### config.mk
export PLATFORM = sky130hd
export DESIGN_NAME = dual_pump_hysteresis_controller
export DESIGN_NICKNAME = d
export VERILOG_FILES = /design/src/rtl/dphc_pkg.sv /design/src/rtl/dual_pump_hysteresis_controller.sv
export SDC_FILE = /design/constraint.sdc
export NUM_CORES = 1
export LEC_CHECK = 0
export BUFFER_PORTS_ARGS = -buffer_cell sky130_fd_sc_hd__clkbuf_2
export CAP_MARGIN = 10
export CORE_MARGIN = 2
export CORE_UTILIZATION = 50
export DETAILED_ROUTE_END_ITERATION = 7
export GPL_TIMING_DRIVEN = 0
export HOLD_SLACK_MARGIN = 0.02
export PLACE_DENSITY = 0.72
export SLEW_MARGIN = 10
export SYNTH_ARGS = -nofsm -noshare
export SYNTH_HDL_FRONTEND = slang
export SYNTH_SLANG_ARGS = --single-unit
export TNS_END_PERCENT = 100
### constraint.sdc
create_clock -name clk -period 10.9 [get_ports clk]
set_clock_uncertainty 0.1 [all_clocks]
set_input_delay 1.635 -clock clk [delete_from_list [all_inputs] [get_ports clk]]
set_output_delay 1.635 -clock clk [all_outputs]
set_load 0.01 [all_outputs]
### src/rtl/dphc_pkg.sv
`timescale 1ns / 1ps
// ----------------------------------------------------------------------------
// dphc_pkg
// Types and constants shared by the dual pump controller and its checker.
// ----------------------------------------------------------------------------
package dphc_pkg;

  localparam int CFG_IDX_W  = 3;
  localparam int CFG_DATA_W = 22;
  localparam int CFG_P_W    = 12;
  localparam int ELAPSED_W  = 16;
  localparam int TIME_W     = 32;

  // Input fields other than pressure: elapsed time and two clear flags.
  localparam int IN_FIXED_W = ELAPSED_W + 2;

  // Result beat: three flags and two runtime counters, padded to bytes.
  localparam int OUT_RAW_W = 3 + 2 * TIME_W;
  localparam int OUT_W     = ((OUT_RAW_W + 7) / 8) * 8;

  localparam int OUT_P1_BIT   = 0;
  localparam int OUT_P2_BIT   = 1;
  localparam int OUT_FILL_BIT = 2;

  typedef enum logic [2:0] {
    MODE_AUTO     = 3'd0,
    MODE_OFF      = 3'd1,
    MODE_BOTH     = 3'd2,
    MODE_ONE_ONLY = 3'd3,
    MODE_TWO_ONLY = 3'd4
  } pump_mode_t;

  typedef enum logic [CFG_IDX_W-1:0] {
    REG_PUMP_MODE   = 3'd0,
    REG_TARGET      = 3'd1,
    REG_FILL_START  = 3'd2,
    REG_MAX         = 3'd3,
    REG_BOTH_PUMPS  = 3'd4,
    REG_SWITCH_IVAL = 3'd5
  } cfg_reg_t;

  localparam logic [CFG_P_W-1:0]    RST_TARGET      = 12'd1500;
  localparam logic [CFG_P_W-1:0]    RST_FILL_START  = 12'd1200;
  localparam logic [CFG_P_W-1:0]    RST_MAX         = 12'd1500;
  localparam logic [CFG_P_W-1:0]    RST_BOTH_PUMPS  = 12'd1000;
  localparam logic [CFG_DATA_W-1:0] RST_SWITCH_IVAL = 22'd60000;

endpackage

### src/rtl/dual_pump_hysteresis_controller.sv
`timescale 1ns / 1ps
// ----------------------------------------------------------------------------
// dual_pump_hysteresis_controller
// Lead/lag control of two pumps with fill hysteresis and runtime counters.
// ----------------------------------------------------------------------------
// Usage: every input beat on in_* is one tick with a pressure sample, the
// milliseconds since the previous tick and two runtime clear requests. Each
// tick yields exactly one result beat on out_* with both pump drives, the
// fill flag and the two wrapping runtime counters.
// From input beat to result beat a tick passes one input register, then the
// decision logic and the result register. A new tick is taken in every cycle
// while the receiver does not stall; the only loop is the registered update
// of the pump state, the switch timer and the runtime counters.
// When the receiver stalls, the result register holds its beat and the input
// register takes one more tick; after that in_tready drops until out_tready
// returns. Ticks are never dropped or duplicated.
// Reset (rst_n low, synchronous) empties both registers, switches both pumps
// off, clears the fill flag, the timers and the runtimes, and loads the
// register defaults. Configuration writes on cfg_* take effect at once and
// are meant to happen only while no tick is in flight.
// ----------------------------------------------------------------------------
module dual_pump_hysteresis_controller #(
  parameter int PRESSURE_WIDTH = 12
) (
  input  logic clk,
  input  logic rst_n,
  input  logic in_tvalid,
  output logic in_tready,
  // pressure, elapsed_ms[15:0], clear_runtime_one, clear_runtime_two, zero pad
  input  logic [((PRESSURE_WIDTH + dphc_pkg::IN_FIXED_W + 7) / 8) * 8 - 1:0] in_tdata,
  output logic out_tvalid,
  input  logic out_tready,
  // pump_one_on, pump_two_on, fill_active, runtime_one_ms[31:0],
  // runtime_two_ms[31:0], zero pad
  output logic [dphc_pkg::OUT_W-1:0] out_tdata,
  input  logic cfg_we,
  input  logic [dphc_pkg::CFG_IDX_W-1:0]  cfg_index,
  input  logic [dphc_pkg::CFG_DATA_W-1:0] cfg_wdata
);
  import dphc_pkg::*;

  localparam int PW = PRESSURE_WIDTH;

  // Configuration registers.
  pump_mode_t             mode_r;
  logic [CFG_P_W-1:0]     target_r;
  logic [CFG_P_W-1:0]     start_r;
  logic [CFG_P_W-1:0]     max_r;
  logic [CFG_P_W-1:0]     both_r;
  logic [CFG_DATA_W-1:0]  interval_r;

  always_ff @(posedge clk) begin
    if (!rst_n) begin
      mode_r     <= MODE_AUTO;
      target_r   <= RST_TARGET;
      start_r    <= RST_FILL_START;
      max_r      <= RST_MAX;
      both_r     <= RST_BOTH_PUMPS;
      interval_r <= RST_SWITCH_IVAL;
    end else if (cfg_we) begin
      unique case (cfg_index)
        REG_PUMP_MODE:   mode_r     <= pump_mode_t'(cfg_wdata[2:0]);
        REG_TARGET:      target_r   <= cfg_wdata[CFG_P_W-1:0];
        REG_FILL_START:  start_r    <= cfg_wdata[CFG_P_W-1:0];
        REG_MAX:         max_r      <= cfg_wdata[CFG_P_W-1:0];
        REG_BOTH_PUMPS:  both_r     <= cfg_wdata[CFG_P_W-1:0];
        REG_SWITCH_IVAL: interval_r <= cfg_wdata;
        default: ;
      endcase
    end
  end

  // Handshake and pipeline control.
  logic in_valid_r;
  logic out_valid_r;
  logic advance;
  logic step;

  assign advance   = !out_valid_r || out_tready;
  assign in_tready = !in_valid_r || advance;
  assign step      = in_valid_r && advance;

  // Input register.
  logic [PW-1:0]        pres_r;
  logic [ELAPSED_W-1:0] elapsed_r;
  logic                 clr_one_r;
  logic                 clr_two_r;

  always_ff @(posedge clk) begin
    if (!rst_n) begin
      in_valid_r <= 1'b0;
    end else if (in_tready) begin
      in_valid_r <= in_tvalid;
    end
  end

  always_ff @(posedge clk) begin
    if (in_tready && in_tvalid) begin
      pres_r    <= in_tdata[PW-1:0];
      elapsed_r <= in_tdata[PW+ELAPSED_W-1:PW];
      clr_one_r <= in_tdata[PW+ELAPSED_W];
      clr_two_r <= in_tdata[PW+ELAPSED_W+1];
    end
  end

  // Controller state. The switch timer holds the time since the last
  // alternation, so only one add feeds the interval compare.
  logic              fill_r, fill_nxt;
  logic              alt_r, alt_nxt;
  logic              p1_r, p1_nxt;
  logic              p2_r, p2_nxt;
  logic [TIME_W-1:0] since_r, since_nxt;
  logic [TIME_W-1:0] rt1_r, rt1_nxt;
  logic [TIME_W-1:0] rt2_r, rt2_nxt;

  logic [TIME_W-1:0] el_ext;
  logic [TIME_W-1:0] since_sum;
  logic [TIME_W-1:0] rt1_base;
  logic [TIME_W-1:0] rt2_base;
  logic [PW-1:0]     lo_p;
  logic [PW-1:0]     hi_p;
  logic [PW-1:0]     both_p;
  logic [PW-1:0]     tgt_clip;
  logic [PW-1:0]     tgt_p;

  assign el_ext    = TIME_W'(elapsed_r);
  assign since_sum = since_r + el_ext;
  assign rt1_base  = clr_one_r ? '0 : rt1_r;
  assign rt2_base  = clr_two_r ? '0 : rt2_r;
  assign rt1_nxt   = p1_r ? rt1_base + el_ext : rt1_base;
  assign rt2_nxt   = p2_r ? rt2_base + el_ext : rt2_base;

  assign lo_p     = PW'(start_r);
  assign hi_p     = PW'(max_r);
  assign both_p   = PW'(both_r);
  assign tgt_clip = (PW'(target_r) > hi_p) ? hi_p : PW'(target_r);
  assign tgt_p    = (tgt_clip < lo_p) ? lo_p : tgt_clip;

  always_comb begin
    fill_nxt  = fill_r;
    alt_nxt   = alt_r;
    p1_nxt    = p1_r;
    p2_nxt    = p2_r;
    since_nxt = since_sum;
    case (mode_r)
      MODE_AUTO: begin
        if (pres_r >= tgt_p) begin
          fill_nxt = 1'b0;
          p1_nxt   = 1'b0;
          p2_nxt   = 1'b0;
        end else if (!fill_r && (pres_r >= lo_p)) begin
          p1_nxt = 1'b0;
          p2_nxt = 1'b0;
        end else begin
          fill_nxt = 1'b1;
          if (pres_r <= both_p) begin
            p1_nxt = 1'b1;
            p2_nxt = 1'b1;
          end else begin
            if (since_sum >= TIME_W'(interval_r)) begin
              alt_nxt   = !alt_r;
              since_nxt = '0;
            end
            p1_nxt = !alt_nxt;
            p2_nxt = alt_nxt;
          end
        end
      end
      MODE_OFF: begin
        fill_nxt = 1'b0;
        p1_nxt   = 1'b0;
        p2_nxt   = 1'b0;
      end
      MODE_BOTH: begin
        fill_nxt = 1'b0;
        p1_nxt   = 1'b1;
        p2_nxt   = 1'b1;
      end
      MODE_ONE_ONLY: begin
        fill_nxt = 1'b0;
        p1_nxt   = 1'b1;
        p2_nxt   = 1'b0;
      end
      MODE_TWO_ONLY: begin
        fill_nxt = 1'b0;
        p1_nxt   = 1'b0;
        p2_nxt   = 1'b1;
      end
      default: begin
        // Undefined mode codes hold the drives and only end a fill cycle.
        fill_nxt = 1'b0;
      end
    endcase
  end

  always_ff @(posedge clk) begin
    if (!rst_n) begin
      fill_r  <= 1'b0;
      alt_r   <= 1'b0;
      p1_r    <= 1'b0;
      p2_r    <= 1'b0;
      since_r <= '0;
      rt1_r   <= '0;
      rt2_r   <= '0;
    end else if (step) begin
      fill_r  <= fill_nxt;
      alt_r   <= alt_nxt;
      p1_r    <= p1_nxt;
      p2_r    <= p2_nxt;
      since_r <= since_nxt;
      rt1_r   <= rt1_nxt;
      rt2_r   <= rt2_nxt;
    end
  end

  // Result register.
  logic [OUT_W-1:0] out_data_r;

  always_ff @(posedge clk) begin
    if (!rst_n) begin
      out_valid_r <= 1'b0;
    end else if (advance) begin
      out_valid_r <= in_valid_r;
    end
  end

  always_ff @(posedge clk) begin
    if (step) begin
      out_data_r <= OUT_W'({rt2_nxt, rt1_nxt, fill_nxt, p2_nxt, p1_nxt});
    end
  end

  assign out_tvalid = out_valid_r;
  assign out_tdata  = out_data_r;

endmodule

==> impl_metrics.yaml <==
layout:
  layout_common_cells: "238 x nand2_1, 175 x dfxtp_1, 152 x a21oi_1, 129 x ha_1, 125 x clkbuf_2"
  final_common_cell: "nand2_1"
  drive_gt1_share_pct: 11.4
  antenna_cells: 0
  fin_area_sq_um: 17900
  areaGrowthSynthToFinish_pct: 13.6
  n_fill_cell: 2809
  seq_area_sq_um: 6420
  num-nets-final: 2114
  multiInputGateArea_sq_um: 8630
cts:
  clk_latency_ns: 0.57
  cts_setup_buffers: 0
  ctsHoldBuffers: 0
  tritoncts: "done"
  cts_buffers: 30
  clock_sinks: 272
  cts_resized: 0
  clk_pin_slew_worst_paths_ns: 0.07
  clock_path_buffers: 3
  cts_root_buffer: "clkbuf_16"
  htree_levels: 1
global_route:
  busiest_layer: "met2"
  grt_pass1_vias: 13000
  met3_usage_pct: 2.83
  met1_usage_pct: 34.3
  grt-ovfl-total: 0
  grt_max_degree: 43
  antenna_found_initial: 0
  track_usage_pct: 25.2
  use_met2_pct: 42.4
  grt_pass1_wl_um: 67300
synth:
  synth_seq_cells: 272
  yosysSeqAreaShare_pct: 40.7
  synthDistinctLibCells: 74
  ys_warn_count: 0
  synth_edf_count: 97
  async_flop_share_pct: 0
  postSynthCellCount: 1758
  avgSynthCellArea_sq_um: 8.97
  synthFlopType: "dfxtp_1"
  netlist_area_sq_um: 15800
floorplan:
  start_util_pct: 50.4
  dieArea_sq_um: 33000
  ios: 136
  die-width_um: 182
  rows: 65
  die_h_um: 182
  core_sq_um: 31300
setup_path:
  critical_path.max_fanout: 10
  critPathKind: "flop to flop"
  r2r_cells: 33
  required_ns: 11.24
  cpPeakStageDelay_ns: 0.59
  worst_setup_path_end_kind: "flop"
  crit_slowest_cell: "buf_1"
  timing.critical_path.mode_cell: "a21o_1"
  start_kind: "flop"
  arrival_ns: 8.32
route:
  wirelength_um: 42000
  dr.pass1.iters: 5
  final_antenna_net_count: 0
  drc: 0
  via_per_inst: 5.79
  routed-via-count: 13600
  routedWlPerCell_um: 17.9
  drt_iter0_drc: 1020
timing:
  maxSlewHeadroom_pct: 37.9
  worst_pin_slew_ns: 0.925
  finalSetupTns_ns: 0
  rsz0062_at_grt: "no"
  max_freq_mhz: 125
  finalCritPeriodShare_pct: 73.2
  maxSlewViolCount: 0
  hold_violations: 0
  finalSetupViolCount: 0
  fin_crit_ns: 7.98
pwr:
  p_leak_nw: 7.39
  vdd_ir_drop_max_uv: 122
  power_density_nw_per_um2: 144
hold_path:
  hold_path_class: "flop to flop"
  whs_path_depth: 2
placement:
  gp_congestion: 0.892
  numPortBuffers: 125
  place_area_sq_um: 16900
  hpwl_um: 32000
status:
  status: "completed"
flow_run:
  maxCapViolCount: 0
==> kinds of logic (layout without fill, tap and decap cells) <==
| family | Yosys count | after routing | share of synthesized area (%) |
|---|---|---|---|
| AOI/OAI and AO/OA | 441 | 441 | 17.8 |
| muxes | 46 | 46 | 3.12 |
| xor gates and xnor gates | 89 | 89 | 4.94 |
| other | 1 | 5 | 0.0238 |
| DFF | 272 | 272 | 40.7 |
| buffers and inverters | 187 | 369 | 4.67 |
| adders and majority gates | 132 | 132 | 10.6 |
| and+or+nand+nor | 590 | 590 | 18.1 |
==> final timing paths <==
path         slack (ns)                       to                   start
min                0.35   rt1_r[14]$_SDFFE_PN0P_  rt1_r[14]$_SDFFE_PN0P_
max reg2reg        2.92  since_r[7]$_SDFFE_PN0P_    hi_p[5]$_SDFFE_PN0P_
min reg2reg        0.35   rt1_r[14]$_SDFFE_PN0P_  rt1_r[14]$_SDFFE_PN0P_
max                2.92  since_r[7]$_SDFFE_PN0P_    hi_p[5]$_SDFFE_PN0P_
==> power breakdown <==
group / switching, W / total [W] / internal (W)
registers: 0.0000246 / 0.00112 / 0.00109
logic: 0.000279 / 0.000457 / 0.000178
clock network: 0.000430 / 0.00101 / 0.000584
==> sequential cells by signal, summed over array words and instances (netlist names) <==
| signal | cells |
|---|---|
| pres_r | 12 |
| clr_two_r | 1 |
| out_tvalid | 1 |
| p2_r | 1 |
| fill_r | 1 |
| interval_r | 22 |
| lo_p | 12 |
| p1_r | 1 |
| hi_p | 12 |
| rt1_r | 32 |
| since_r | 32 |
| both_p | 12 |
| in_valid_r | 1 |
| rt2_r | 32 |
| elapsed_r | 16 |
| mode_r | 3 |
| clr_one_r | 1 |
| alt_r | 1 |
| out_tdata | 67 |
| target_r | 12 |
==> critical path, delay by kind of cell, from the launching register on <==
family	cells	cell delay, ns
buf+inv	5	1.33
mux	1	0.25
fa+ha+maj	3	0.87
flops	1	0.36
compound gates	18	3.51
simple gates	6	1.41
==> final cells by class <==
type / instances / area share, %
Sequential cell: 272 / 35.8
Clock inverter: 22 / 1.15
Tap cell: 402 / 2.81
Clock buffer: 34 / 4.33
Multi-Input combinational cell: 1303 / 48.2
Inverter: 96 / 2.01
Timing Repair Buffer: 126 / 3.60
Buffer: 91 / 2.11
==> cell usage after synthesis (28+ instances only) <==
master	number	area share, %
nor2b_1	55	2.2
xor2_1	30	1.7
edfxtp_1	97	18
a21oi_1	152	4.8
o21ai_0	88	2.8
nor3_1	28	0.89
a21o_1	38	1.8
o211ai_1	32	1.5
nand2_1	238	5.7
inv_1	95	2.3
dfxtp_1	175	22
nand3_1	38	1.2
xnor2_1	59	3.3
clkbuf_1	72	1.7
nor2_1	89	2.1
ha_1	129	10
==> metrics by stage <==
step	total power [W]	std cells	hold slack, ns	util [%]	setup WS, ns
floorplan	0.00145	1762	0.332	-	4.32
global placement	0.00157	2289	0.337	54.0	3.20
detailed placement	0.00159	2290	0.343	54.1	3.15
CTS	0.00259	2346	0.352	57.2	3.05
global route	0.00270	2346	0.380	57.2	2.46
finish	0.00259	2346	0.352	57.2	2.92
==> metal layers <==
layer	vias up	part of all wire [%]
met5	-	0
met4	0	2.4
met3	65	6.2
met2	467	47
met1	6435	45
li1	6628	-
(Power assumes the default switching activity.)
